===== src/hw/rtl/ulcf_pkg.sv =====
// Shared types and constants of the universal-life commutation unit.
// No dependencies; imported by every module of the block.
package ulcf_pkg;

  localparam int OP_W = 36;
  localparam int RES_W = 40;
  localparam int SERIAL_STEPS = 36;

  localparam logic [32:0] FX_ONE = 33'h1_0000_0000;
  localparam logic [31:0] RATE_MAX = 32'h8000_0000;
  localparam logic [35:0] KC_MAX = 36'hC_0000_0000;

  localparam logic [1:0] CFG_PERIODS = 2'd0;
  localparam logic [1:0] CFG_OPTION = 2'd1;

  typedef enum logic [1:0] {
    ST_OK       = 2'd0,
    ST_SEQ      = 2'd1,
    ST_UNLOADED = 2'd2
  } status_e;

  typedef struct packed {
    logic            start;
    logic [OP_W-1:0] a;
    logic [OP_W-1:0] b;
  } unit_req_t;

  typedef struct packed {
    logic             done;
    logic [RES_W-1:0] res;
  } unit_rsp_t;

  typedef struct packed {
    logic [32:0] ad;
    logic [35:0] kd;
    logic [35:0] kc;
    logic [39:0] dpre;
    logic [42:0] cpre;
  } entry_t;

  function automatic logic periods_ok(logic [3:0] p);
    logic r;
    case (p)
      4'd1, 4'd2, 4'd3, 4'd4, 4'd6, 4'd12: r = 1'b1;
      default: r = 1'b0;
    endcase
    return r;
  endfunction

  function automatic logic [3:0] months_between(logic [3:0] p);
    logic [3:0] m;
    case (p)
      4'd1:    m = 4'd12;
      4'd2:    m = 4'd6;
      4'd3:    m = 4'd4;
      4'd4:    m = 4'd3;
      4'd6:    m = 4'd2;
      default: m = 4'd1;
    endcase
    return m;
  endfunction

endpackage


===== src/hw/rtl/ulcf_serial_mul.sv =====
// Bit-serial rounded fixed-point multiplier, one multiplier bit per cycle.
// Depends on ulcf_pkg.
module ulcf_serial_mul (
  input  logic                clk_i,
  input  logic                rst_ni,
  input  ulcf_pkg::unit_req_t req_i,
  output ulcf_pkg::unit_rsp_t rsp_o
);
  import ulcf_pkg::*;

  localparam int CNT_W = $clog2(SERIAL_STEPS + 1);

  logic [CNT_W-1:0] cnt_q;
  logic             done_q;
  logic [OP_W-1:0]  a_q, b_q, acc_q, low_q;
  logic [OP_W:0]    sum;

  assign sum = {1'b0, acc_q} + (b_q[0] ? {1'b0, a_q} : '0);

  always_ff @(posedge clk_i or negedge rst_ni) begin
    if (!rst_ni) begin
      cnt_q  <= '0;
      done_q <= 1'b0;
    end else if (req_i.start) begin
      cnt_q  <= CNT_W'(SERIAL_STEPS);
      done_q <= 1'b0;
    end else if (cnt_q != '0) begin
      cnt_q  <= cnt_q - CNT_W'(1);
      done_q <= (cnt_q == CNT_W'(1));
    end else begin
      done_q <= 1'b0;
    end
  end

  always_ff @(posedge clk_i) begin
    if (req_i.start) begin
      a_q   <= req_i.a;
      b_q   <= req_i.b;
      acc_q <= '0;
      low_q <= '0;
    end else if (cnt_q != '0) begin
      // shift the product right, one bit leaves into the low half
      acc_q <= sum[OP_W:1];
      low_q <= {sum[0], low_q[OP_W-1:1]};
      b_q   <= {1'b0, b_q[OP_W-1:1]};
    end
  end

  // round half up at bit 31
  assign rsp_o.done = done_q;
  assign rsp_o.res  = {acc_q, low_q[35:32]} + RES_W'(low_q[31]);

endmodule


===== config.mk =====
export PLATFORM = sky130hd
export DESIGN_NAME = ulcf_serial_mul
export DESIGN_NICKNAME = d
export VERILOG_FILES = /design/src/hw/rtl/ulcf_pkg.sv /design/src/hw/rtl/ulcf_serial_mul.sv
export SDC_FILE = /design/constraint.sdc
export NUM_CORES = 1
export LEC_CHECK = 0
export ABC_AREA = 1
export BUFFER_PORTS_ARGS = -buffer_cell sky130_fd_sc_hd__buf_2
export CAP_MARGIN = 20
export CORE_ASPECT_RATIO = 0.7
export CORE_UTILIZATION = 45
export CTS_CLUSTER_SIZE = 10
export DETAILED_ROUTE_END_ITERATION = 12
export PLACE_DENSITY_LB_ADDON = 0.12
export SYNTH_ARGS = -nofsm -noshare
export SYNTH_HDL_FRONTEND = slang
export SYNTH_SLANG_ARGS = --single-unit

===== constraint.sdc =====
create_clock -name clk_i -period 3.6 [get_ports clk_i]
set_clock_uncertainty 0.1 [all_clocks]
set_input_delay 0.36 -clock clk_i [delete_from_list [all_inputs] [get_ports clk_i]]
set_output_delay 0.36 -clock clk_i [all_outputs]
set_load 0.1 [all_outputs]

# Word-level counts from Yosys, hierarchy flattened
# Cells that the tools add are included.
[classes]
add_sub_neg = 3
eq_ne = 1
muxes = 7
n_reduce_logical = 2
[ops]
columns = ["operator", "count"]
rows = [
  ["$mux 36", 3],
  ["$add 40x1->40", 1],
  ["$add 36x36->37", 1],
  ["$mux 6", 2],
  ["$eq 6x1->1 const B", 1],
  ["$reduce_bool 6->1", 1],
  ["$sub 6x1->6 const B", 1],
  ["$mux 1", 2],
  ["$reduce_bool 2->1", 1],
]
[word_totals]
regBits = 151
in_bits = 75
out_inout_bits = 41
elab_cells = 19

# Longest topological paths before layout
[logic_depth]
depth_word = 3
ltp_mapped = 18

# Worst setup path before layout
# Ideal clock, no wire load.
[synth_path]
path_type = "reg2out"
from = "reg low_q[31]"
to = "out rsp_o[36] (netlist name)"
arrival_ps = 2893
setup_slack_ps = 247
stages_incl_launch_ff = 11
path_buffers = 0
path_cell_list = "dfxtp_1 ha_1 ha_1 nand3_2 inv_1 nand2_2 nor2_2 inv_2 nor2_2 nand3_1 xnor2_1"
[synth_lines]
columns = ["item", "line_no", "source"]
rows = [
  ["start, declared", "ulcf_serial_mul.sv:15", "logic [OP_W-1:0] a_q, b_q, acc_q, low_q;"],
  ["start signal, assigned", "ulcf_serial_mul.sv:44", "low_q <= {sum[0], low_q[OP_W-1:1]};"],
  ["end, declared", "ulcf_serial_mul.sv:7", "output ulcf_pkg::unit_rsp_t rsp_o"],
]

==> flow_summary.toml <==
[status]
outcome = "finished, final reports clean"

[power_and_ir_drop]
p_comb_frac = 0.319
ir_worst_vdd_v = 0.000405
p_per_area_nw_per_um2 = 527
p_leak_nw = 5.04
p_sw_w = 0.00205
finalPower_w = 0.00511
intPower_w = 0.00306
swShare = 0.401
clockPowerShare = 0.328
seqPwrFrac = 0.353

[synth]
synth-edff-count = 72
async_flop_share = 0.0583
synth_cell_type_count = 48
syn_inst = 1107
syn-num-nets = 1223
avgSynthCellArea_sq_um = 7.21
syn_area_sq_um = 7990
yosys_warnings = 0
yosys_register_bits = 120
synth_seq_area_share = 0.395
synth_ff_type = "edfxtp_1"

[floorplan]
num_rows = 40
die_h_um = 113
core_area_sq_um = 17300
ioPinCount = 116
die-area_sq_um = 18300
die_w_um = 161
start_util = 0.463

[setup_path]
critPathKind = "register to output port"
r2r-start = "b_q[0]"
critPathArrivalTime_ns = 2.73
cp-end-kind = "output port"
startpoint = "low_q[31]"
critPathMaxFanout = 3
required_ns = 3.14
cp-start-kind = "register"

[cts]
clk_path_buf_depth = 2
htree_num_levels = 4
cts.clk_slew.worst_paths_ns = 0.06
cts.sinks = 120
cts_root_buffer = "clkbuf_16"
postCtsSetupBuffers = 0
numCtsBuffers = 17
clock_latency_ns = 0.42
tritoncts = "yes"

[cells_and_area]
final_nets = 1377
area_growth_pct = 21.5
layout_commonest_cell = "nand2_1"
final_cell_mix = "414 x nand2_1, 164 x inv_1, 114 x buf_2"
drive_above_1_share = 0.144
regArea_sq_um = 3160
fillCellCount = 1630
multi_input_area_sq_um = 4100
diodes = 0

[routing]
viasPerCell = 4.99
drt_iter0_markers = 778
drc_errors = 0
routedWlPerCell_um = 15.7
dr_total_vias = 7513
ant_nets = 0
dr.pass1.iters = 5
wirelength_um = 23600

[timing]
fmax_mhz = 313
fin_tns_setup_ns = 0
relSlewSlack = 0.285
period_share = 0.887
worstMarginPinSlew_ns = 1.07
rsz0062_at_grt = "false"
hold_violations = 0
final_max_slew_viol_count = 0
setup_viol = 0
min_period_ns = 3.19

[place]
port_buffers = 115
place.gp.congestion = 0.992
dp.final_hpwl_um = 18100

[global_routing]
grt_antenna_before_repair = 0
grt_pass1_wl_um = 37500
grt_max_degree = 61
track_usage = 0.270
grt_pass1_vias = 6951
grt_overflow_total = 0

[flow_run]
cap_violations = 0

[min_path]
hold_class = "primary input to register"
min-delay-start = "req_i[69]"
[synthesized netlist by cell type, types with 9 or more instances]
master    number  area [sq um]
nand2_1      414          1550
xor2_1        32           280
a21oi_1       42           210
o21ai_0       30           150
clkbuf_1      11          41.3
nand4_1       11          68.8
inv_1        164           616
xnor2_1       15           131
edfxtp_1      72          2160
nor3_1        22           110
o22ai_1        9          56.3
nand3_1       55           275
nor2_1        73           274
ha_1          40           500
dfxtp_1       41           821
[power groups by stage]
stage | Clock [W] | Combinational (W) | Sequential [W]
after floorplan | 0 | 0.00121 | 0.00176
after global placement | 0 | 0.00158 | 0.00182
after detailed placement | 0 | 0.00158 | 0.00182
after CTS | 0.00171 | 0.00161 | 0.00179
after global routing | 0.00177 | 0.00176 | 0.00182
final | 0.00168 | 0.00163 | 0.00180
[flip-flops by register name, indices dropped and copies added (netlist names)]
signal,flops
cnt_q,6
low_q,5
b_q,36
done_q,1
acc_q,36
a_q,36
[cell type report]
type	count	share of cell area
Timing Repair Buffer	155	0.0978
Inverter	167	0.0646
Clock buffer	17	0.0438
Clock inverter	15	0.0156
Multi-Input combinational cell	800	0.423
Sequential cell	120	0.326
Tap cell	231	0.0298
[worst max-delay path, stage by stage, from the launching register on]
cell     delay [ns]
dfxtp_1        0.33
ha_1           0.18
ha_1           0.20
nand3_2        0.11
inv_1          0.09
nand2_2        0.08
nor2_2         0.16
inv_2          0.06
nor2_2         0.15
nand2_1        0.14
nor2_1         0.14
xor2_1         0.21
buf_2          0.46
[final timing paths]
check,to,slack (ns),cells after the start
max,rsp_o[24],0.41,12
min,a_q[33],0.02,1
max reg2reg,acc_q[32],0.76,15
min reg2reg,acc_q[34],0.38,2
max in group asynchronous,cnt_q[1],3.05,2
min in group asynchronous,cnt_q[3],0.19,2
[through the flow]
step / hold slack (ns) / cell area (sq um) / util / std cells / worst slack [ns]
global placement: 0.101 / 8840 / 0.512 / 1445 / 0.832
CTS: 0.000904 / 9700 / 0.562 / 1505 / 0.416
detailed placement: 0.106 / 8840 / 0.512 / 1445 / 0.882
finish: 0.0170 / 9700 / 0.562 / 1505 / 0.406
floorplan: -0.0356 / 7990 / - / 1107 / 0.247
global route: 0.0114 / 9700 / 0.562 / 1505 / 0.226
[cells by family (layout without fill, tap and decap cells)]
family,count (synthesis),count (layout),share of synthesized area
xor gates and xnor gates,47,47,0.0515
buffers and inverters,187,354,0.0909
adders and majority gates,41,41,0.0652
DFF,120,120,0.395
and+or+nand+nor,614,614,0.328
AOI/OAI and AO/OA,98,98,0.0689
[per-layer routing]
layer,wire length (um),GRT usage,up-vias
met5,0,0,-
met2,8430,0.342,327
met1,12400,0.435,3328
met4,223,0.0711,0
li1,-,-,3836
met3,2530,0.0709,22
[timing repair]
action,in CTS,in global routing
hold buffers,28,0
endpoints found under the hold margin,34,0
gates resized for setup,0,0
Power figures use the tool's default switching activity.
