[src/hw/rtl/ulcf_pkg.sv]
// Shared types and constants of the universal-life commutation unit.
// No dependencies; imported by every module of the block.
package ulcf_pkg;

  localparam int OP_W = 36;
  localparam int RES_W = 40;
  localparam int SERIAL_STEPS = 36;

  localparam logic [32:0] FX_ONE = 33'h1_0000_0000;
  localparam logic [31:0] RATE_MAX = 32'h8000_0000;
  localparam logic [35:0] KC_MAX = 36'hC_0000_0000;

  localparam logic [1:0] CFG_PERIODS = 2'd0;
  localparam logic [1:0] CFG_OPTION = 2'd1;

  typedef enum logic [1:0] {
    ST_OK       = 2'd0,
    ST_SEQ      = 2'd1,
    ST_UNLOADED = 2'd2
  } status_e;

  typedef struct packed {
    logic            start;
    logic [OP_W-1:0] a;
    logic [OP_W-1:0] b;
  } unit_req_t;

  typedef struct packed {
    logic             done;
    logic [RES_W-1:0] res;
  } unit_rsp_t;

  typedef struct packed {
    logic [32:0] ad;
    logic [35:0] kd;
    logic [35:0] kc;
    logic [39:0] dpre;
    logic [42:0] cpre;
  } entry_t;

  function automatic logic periods_ok(logic [3:0] p);
    logic r;
    case (p)
      4'd1, 4'd2, 4'd3, 4'd4, 4'd6, 4'd12: r = 1'b1;
      default: r = 1'b0;
    endcase
    return r;
  endfunction

  function automatic logic [3:0] months_between(logic [3:0] p);
    logic [3:0] m;
    case (p)
      4'd1:    m = 4'd12;
      4'd2:    m = 4'd6;
      4'd3:    m = 4'd4;
      4'd4:    m = 4'd3;
      4'd6:    m = 4'd2;
      default: m = 4'd1;
    endcase
    return m;
  endfunction

endpackage

[src/hw/rtl/ulcf_serial_div.sv]
// Bit-serial restoring divider giving round(a * 2^32 / b), one quotient bit per cycle.
// Depends on ulcf_pkg.
module ulcf_serial_div (
  input  logic                clk_i,
  input  logic                rst_ni,
  input  ulcf_pkg::unit_req_t req_i,
  output ulcf_pkg::unit_rsp_t rsp_o
);
  import ulcf_pkg::*;

  localparam int CNT_W = $clog2(SERIAL_STEPS + 1);

  logic [CNT_W-1:0] cnt_q;
  logic             done_q;
  logic [OP_W-1:0]  r_q, d_q, q_q, b_q;
  logic [OP_W:0]    trial, diff, rounded;
  logic             ge;

  assign trial   = {r_q, d_q[OP_W-1]};
  assign diff    = trial - {1'b0, b_q};
  assign ge      = trial >= {1'b0, b_q};
  assign rounded = {1'b0, q_q} + (OP_W + 1)'(1);

  always_ff @(posedge clk_i or negedge rst_ni) begin
    if (!rst_ni) begin
      cnt_q  <= '0;
      done_q <= 1'b0;
    end else if (req_i.start) begin
      cnt_q  <= CNT_W'(SERIAL_STEPS);
      done_q <= 1'b0;
    end else if (cnt_q != '0) begin
      cnt_q  <= cnt_q - CNT_W'(1);
      done_q <= (cnt_q == CNT_W'(1));
    end else begin
      done_q <= 1'b0;
    end
  end

  // dividend is a << 33; the quotient has one guard bit for rounding
  always_ff @(posedge clk_i) begin
    if (req_i.start) begin
      r_q <= {3'b000, req_i.a[OP_W-1:3]};
      d_q <= {req_i.a[2:0], 33'd0};
      q_q <= '0;
      b_q <= req_i.b;
    end else if (cnt_q != '0) begin
      r_q <= ge ? diff[OP_W-1:0] : trial[OP_W-1:0];
      d_q <= {d_q[OP_W-2:0], 1'b0};
      q_q <= {q_q[OP_W-2:0], ge};
    end
  end

  assign rsp_o.done = done_q;
  assign rsp_o.res  = RES_W'(rounded[OP_W:1]);

endmodule

[config.mk]
export PLATFORM = sky130hd
export DESIGN_NAME = ulcf_serial_div
export DESIGN_NICKNAME = d
export VERILOG_FILES = /design/src/hw/rtl/ulcf_pkg.sv /design/src/hw/rtl/ulcf_serial_div.sv
export SDC_FILE = /design/constraint.sdc
export NUM_CORES = 1
export LEC_CHECK = 0
export BUFFER_PORTS_ARGS = -buffer_cell sky130_fd_sc_hd__buf_2
export CORE_ASPECT_RATIO = 1.25
export CORE_MARGIN = 8
export CORE_UTILIZATION = 45
export DETAILED_ROUTE_END_ITERATION = 10
export PLACE_DENSITY = 0.7
export RECOVER_POWER = 50
export SLEW_MARGIN = 40
export SYNTH_ARGS = -nofsm -noshare
export SYNTH_HDL_FRONTEND = slang
export SYNTH_SLANG_ARGS = --single-unit
[constraint.sdc]
create_clock -name clk_i -period 4.6 [get_ports clk_i]
set_clock_uncertainty 0.1 [all_clocks]
set_input_delay 0.92 -clock clk_i [delete_from_list [all_inputs] [get_ports clk_i]]
set_output_delay 0.92 -clock clk_i [all_outputs]
set_load 0.01 [all_outputs]
# --- Yosys cells after proc, flatten, opt, wreduce, memory -nomap -nowiden ---
# Index checks and enable logic that the tools add are counted.
word_totals:
  inputBits: 75
  output_inout_bits: 41
  register_bits: 118
  wordCells: 23
classes:
  eq_ne: 1
  n_reduce_logical: 2
  order_cmp: 1
  add_sub_neg: 3
  muxes: 9
ops:
  columns: ["operator", "count"]
  rows:
  - ["36-bit two-way mux", 3]
  - ["33-bit two-way mux", 2]
  - ["36-bit by 1-bit adder with 37-bit output, second input constant", 1]
  - ["37-bit by 36-bit >= comparator with 1-bit output", 1]
  - ["36-bit subtractor", 1]
  - ["6-bit two-way mux", 2]
  - ["6-bit by 1-bit equality test with 1-bit output, second input constant", 1]
  - ["6-bit nonzero test", 1]
  - ["6-bit by 1-bit subtractor with 6-bit output, second input constant", 1]
  - ["1-bit two-way mux", 2]
  - ["2-bit nonzero test", 1]

# --- Depth between registers and ports, before layout ---
# Gate-level depths: netlist of the first run.
depth:
  word_depth: 4
  depth_mapped: 15
  depth_no_buf: 13

# --- Worst setup path before layout of the first run ---
# No wires, ideal clock.
synth_path:
  path_kind: "register to output"
  from: "reg q_q[3]"
  to: "out rsp_o[33] in the netlist's numbering"
  stages_incl_launch_ff: 10
  arrival_ns: 2.347
  required_time_ns: 3.580
  path_buffers: 0
  setup_slack_ns: 1.233
  cell_sequence: "dfxtp_1 -> nand2_1 -> nor2_1 -> and3_1 -> and3_1 -> nand4_1 -> nor4_1 -> nand4_1 -> nor2_1 -> xor2_1"
synth_lines:
  columns: ["element", "line_no", "rtl"]
  rows:
  - ["start: declaration", "ulcf_serial_div.sv:15", "logic [OP_W-1:0] r_q, d_q, q_q, b_q;"]
  - ["start signal: assignment", "ulcf_serial_div.sv:49", "q_q <= {q_q[OP_W-2:0], ge};"]
  - ["end: declaration", "ulcf_serial_div.sv:7", "output ulcf_pkg::unit_rsp_t rsp_o"]

==> impl_metrics.tcl, run 1 <==
set metrics [dict create \
    status "complete, but fails checks" \
    violations "max-capacitance violations, max-slew violations" \
    grt_pass1_wl_um 29100 \
    hold_class "input port to asynchronous set/reset pin" \
    crit_family "simple AND/OR/NAND/NOR gates" \
    max_stage_delay_ps 620 \
    clockRootBuffer "clkbuf_16" \
    nFillCells 1529 \
    final_max_slew_viol_count 176 \
    gr-total-overflow 0 \
    antenna_found_initial 2 \
    dp_hpwl_um 12500 \
    die-area_sq_um 20900 \
    wire_per_inst_um 15.1 \
    max-vdd-ir-drop_v 0.000316 \
    fin_crit_sh 0.913 \
    clock_sinks 118 \
    ant_nets 0 \
    drtPass1Iterations 5 \
    crit_chain "nand2_1 -> nor2_1 -> and3_1 -> nand4_1 -> nor3_1 -> nand2_1 -> nor3_1 -> nand2_1 -> nor2_1 -> xnor2_1 -> buf_2" \
    htreeDepth 4 \
    initial_utilization 0.458 \
    cts_made_buffers 17 \
    timing.critical_path.mode_cell "nand2_1" \
    netSwitchingPower_mw 1.98 \
    leakagePower_nw 3.71 \
    die_w_um 131 \
    grt_pass1_vias 6097 \
    syn_to_final_growth_pct 17.1 \
    ys_seq_area_frac 0.420 \
    std_cell_rows 52 \
    cts_tree "yes" \
    drtIter0Drc 377 \
    hold_buffers 0 \
    synth_edf_count 72 \
    synthArstFlopShare 0.0593 \
    wirelength_um 17600 \
    arrival_ps 3180 \
    synth_top_area_share 0.292 \
    rsz0062_at_grt "no" \
    synth_common_cells "nand2_1, a21oi_1, edfxtp_1, inv_1, nor2_1" \
    grt_use_total 0.173 \
    tightest_slew_ps 2480 \
    core_sq_um 16200 \
    numPlacedInstances 1131 \
    post_cts.repair.setup_buffers 0 \
    synthTopCellsByArea "edfxtp_1, dfxtp_1, ha_1" \
    yosys_most_used_dff "edfxtp_1" \
    required_ps 3580 \
    drive_above_1_share 0.166 \
    slew_headroom -0.652 \
    worst_setup_path_start_kind "flop" \
    seqPwrFrac 0.293 \
    vias 6169 \
    synth_most_common_cell "nand2_1" \
    synth_largest_area_cell "edfxtp_1" \
    clkLatencyLatePin_ps 420 \
    syn_area_sq_um 7420 \
    io_pins 116 \
    tns_ps 0 \
    nets 1049 \
    diodes 0 \
    min_period_ps 4200 \
    vias_per_cell 5.30 \
    synth-seq-cells 118 \
    p_per_area_nw_per_um2 593 \
    die_y_um 160 \
    cap_violations 4 \
    hold_viol_final 0 \
    endpoint_kind "primary output" \
    swShare 0.385 \
    routabilityCongestion 0.876 \
    setup_viol_count_final 0 \
    crit_fanout 7 \
    power_frac_clock 0.254 \
    slowest_stage "nor3_1" \
    syn_inst 843 \
    cts.clk_slew.worst_paths_ps 60 \
    synth.distinct_cells 58 \
    pwr-share-comb 0.453 \
    p_int_mw 3.16 \
    cts-resized-gates 0 \
    drc 0 \
    clock.fmax_ghz 0.238 \
    cts_buffer_depth 2 \
    final_cells 1163 \
    ys.warnings.count 0 \
    port_buffers 111 \
    syn_avg_cell_area_sq_um 8.80 \
    grt_max_degree 67 \
    crit_buf_inv 1 \
    worst-setup-path-type "flop to primary output" \
]
==> registers in the layout, summed over array words and instances (netlist names) <==
name    cells
q_q        36
d_q         3
r_q        36
b_q        36
done_q      1
cnt_q       6
==> final timing paths <==
kind                       depth (start not counted)     from   endpoint  slack, ps
max reg2reg                                       12   r_q[0]    r_q[10]        750
max                                               11   q_q[3]  rsp_o[34]        400
min reg2reg                                        2  q_q[35]    q_q[35]        360
max in group asynchronous                          1   rst_ni   cnt_q[4]       3810
min                                                1   rst_ni     done_q        290
min in group clk_i                                 2  q_q[35]    q_q[35]        360
==> cell families (layout without fill, tap and decap cells) <==
kind of cell,count (synthesis),after routing,synth area share
adders and majority gates,40,40,0.0685
buffers and inverters,113,214,0.0616
DFF,118,118,0.420
and+or+nand+nor,271,271,0.163
other,1,4,0.000506
AOI/OAI and AO/OA,221,221,0.189
muxes,12,12,0.0170
xor gates and xnor gates,67,67,0.0791
==> metrics by stage <==
stage	utilization	setup slack [ps]	power, mW	area (sq um)	hold WS (ps)
after floorplan	-	1230	3.36	7430	332
after global placement	0.501	882	3.81	8120	342
after detailed placement	0.501	819	3.83	8120	354
after CTS	0.537	342	5.18	8700	217
after global routing	0.536	26.4	5.52	8680	312
final	0.536	400	5.15	8680	292
==> per-layer routing <==
metal | global-route usage | wire (um) | share of wire | vias to the layer above
li1 | - | - | - | 3140
met3 | 0.0462 | 885 | 0.050 | 31
met5 | 0 | 23 | 0.0013 | -
met1 | 0.203 | 7640 | 0.43 | 2858
met2 | 0.292 | 8720 | 0.50 | 136
met4 | 0.0670 | 335 | 0.019 | 4
==> area by class of cell <==
cell class	instances	area, sq um	share of cell area
well taps	216	270	0.0311
flip-flops and latches	118	3120	0.359
multi-input cells	615	3860	0.445
clock inverters	10	76.3	0.00879
clock buffers	22	508	0.0585
inverters	64	240	0.0277
repair buffers	118	604	0.0696
==> worst register-to-register path, stage by stage, from the launching register on <==
cell      delay (ps)
edfxtp_1         420
ha_1             320
nor2b_1          130
o21ai_1          190
a21bo_2          180
a31oi_1          140
a211oi_1         510
o41ai_1          230
o21ai_4          570
buf_12           300
nor2_1           110
a211oi_1         220
a21oi_1           80
==> power groups by stage <==
stage	clock, mW	combinational [mW]	sequential [mW]
floorplan	0	1.88	1.48
global placement	0	2.29	1.52
detailed placement	0	2.31	1.52
CTS	1.34	2.33	1.51
global route	1.38	2.60	1.54
finish	1.31	2.33	1.51
==> placed cells by master (no fill, tap or decap), drive strengths merged, types with 15 or more instances in the layout <==
master and instances:
a211oi 15, nor3 18, o21ai 33, dfxtp 39, clkbuf 29, xnor2 45, nor2 57, nand3 30
a21oi 94, inv 71, nand2 121, xor2 22, buf 111, edfxtp 72, ha 39
(Power assumes the default switching activity.)
==> run 2: changes to the inputs <==
--- a/config.mk
+++ b/config.mk
@@ -5,12 +5,12 @@
 export SDC_FILE = /design/constraint.sdc
 export NUM_CORES = 1
 export LEC_CHECK = 0
-export BUFFER_PORTS_ARGS = -buffer_cell sky130_fd_sc_hd__buf_2
 export CORE_ASPECT_RATIO = 1.25
 export CORE_MARGIN = 8
 export CORE_UTILIZATION = 45
 export DETAILED_ROUTE_END_ITERATION = 10
-export PLACE_DENSITY = 0.7
+export DONT_BUFFER_PORTS = 1
+export PLACE_DENSITY = 0.64
 export RECOVER_POWER = 50
 export SLEW_MARGIN = 40
 export SYNTH_ARGS = -nofsm -noshare
==> run 2 against run 1 <==
  * Routed wire length shrank 1.8%
  * The flow still finishes with violations (max-capacitance violations, max-slew violations)
  * Sequential power is essentially flat
  * Fmax grew 7.7%
  * Cell area shrank 6.0%
  * Register-to-register slack gained 170 ps
  * Global-route usage shrank 0.37 points
  * Combinational power is essentially flat
  * Sequential share of layout area grew 2.3 points
  * Final cell count shrank 9.5%
  * Die area is the same
  * Hold slack lost 200 ps
  * Power shrank 0.43%
==> impl_metrics.tcl, run 2 (synthesis gave the netlist of run 1 again) <==
set metrics [dict create \
    diodes 0 \
    htreeDepth 4 \
    gr-total-overflow 0 \
    cts_buffer_depth 2 \
    cts_made_buffers 17 \
    initial_utilization 0.458 \
    arrival_ps 2880 \
    std_cell_rows 52 \
    drtIter0Drc 337 \
    required_ps 3580 \
    rsz0062_at_grt "no" \
    setup_viol_count_final 0 \
    io_pins 116 \
    tns_ps 0 \
    worst-setup-path-type "flop to primary output" \
    die_w_um 131 \
    worst_setup_path_start_kind "flop" \
    die-area_sq_um 20900 \
    leakagePower_nw 3.24 \
    min_period_ps 3900 \
    hold_buffers 0 \
    cts_tree "yes" \
    hold-worst-slack_ps 91.2 \
    cts-resized-gates 0 \
    wirelength_um 17300 \
    hold_viol_final 0 \
    crit_path_start "q_q[3]" \
    mostFrequentLayoutCells "nand2_1, a21oi_1, edfxtp_1" \
    largestRegisters "b_q: 36 flops, q_q: 36 flops, r_q: 36 flops" \
    dp_hpwl_um 12400 \
    grt_pass1_wl_um 28100 \
    syn_to_final_growth_pct 10.1 \
    clock.fmax_ghz 0.257 \
    clockRootBuffer "clkbuf_16" \
    final_max_slew_viol_count 42 \
    slew_headroom -0.208 \
    r2r-start "r_q[0]" \
    crit_fanout 7 \
    die_y_um 160 \
    drc 0 \
    port_buffers 0 \
    clkLatencyLatePin_ps 430 \
    vias_per_cell 5.45 \
    hold_class "input port to asynchronous set/reset pin" \
    wire_per_inst_um 16.4 \
    grt_pass1_vias 5737 \
    p_per_area_nw_per_um2 628 \
    cap_violations 1 \
    core_sq_um 16200 \
    grt_max_degree 117 \
    max-vdd-ir-drop_v 0.000289 \
    violations "max-capacitance violations, max-slew violations" \
    tightest_slew_ps 1810 \
    vias 5737 \
    mostFrequentLayoutCell "nand2_1" \
    status "complete, but fails checks" \
    endpoint_kind "primary output" \
    clock_sinks 118 \
    cts.clk_slew.worst_paths_ps 60 \
    fin_crit_sh 0.847 \
    nets 939 \
    drive_above_1_share 0.0645 \
    ant_nets 0 \
    routabilityCongestion 0.846 \
    antenna_found_initial 2 \
    drtPass1Iterations 4 \
    grt_use_total 0.170 \
    post_cts.repair.setup_buffers 0 \
]
run 2: path summary, 6_finish.rpt:
check / to / slack [ps] / cells past startpoint
setup / recovery: rsp_o[28] / 700 / 10
hold reg to reg: q_q[35] / 350 / 2
setup reg to reg: r_q[1] / 920 / 12
min in group clk_i: q_q[35] / 350 / 2
hold / removal: cnt_q[1] / 90 / 0
max in group asynchronous: cnt_q[5] / 4240 / 0
run 2: critical path, stage by stage (launching register included):
cell     delay (ps)
dfxtp_1         440
nand2_1         120
nor2_1          150
and3_1          250
nand4_1         160
nor3_1          410
nand2_1         140
nor3_1          170
buf_4           190
nand4_1         110
xnor2_1         310
run 2: final cells by class:
class	count	area [sq um]
clock buffers	21	493
clock inverters	11	101
fillers	1543	8040
inverters	64	240
multi-input cells	615	3860
flip-flops and latches	118	3120
well taps	216	270
repair buffers	8	76.3
run 2: stage by stage:
stage | worst slack, ps | power (mW) | util | cell area, sq um | cells
CTS | 627 | 5.17 | 0.504 | 8170 | 1053
floorplan | 1230 | 3.36 | - | 7430 | 846
detailed placement | 895 | 3.82 | 0.467 | 7570 | 1021
global route | 428 | 5.50 | 0.504 | 8160 | 1053
global placement | 811 | 3.79 | 0.466 | 7560 | 1020
finish | 702 | 5.12 | 0.504 | 8160 | 1053
run 2: metal layers:
layer,vias to the layer above,track usage,part of all wire,routed length (um)
li1,2928,-,-,-
met1,2693,0.193,0.42,7310
met2,92,0.289,0.51,8820
met3,20,0.0509,0.054,934
met4,4,0.0633,0.012,204
met5,-,0,0.0017,30
run 2: where the power goes:
part / total, mW / switching [mW] / internal, mW
clock network: 1.31 / 0.528 / 0.786
logic: 2.30 / 1.32 / 0.983
registers: 1.51 / 0.131 / 1.38
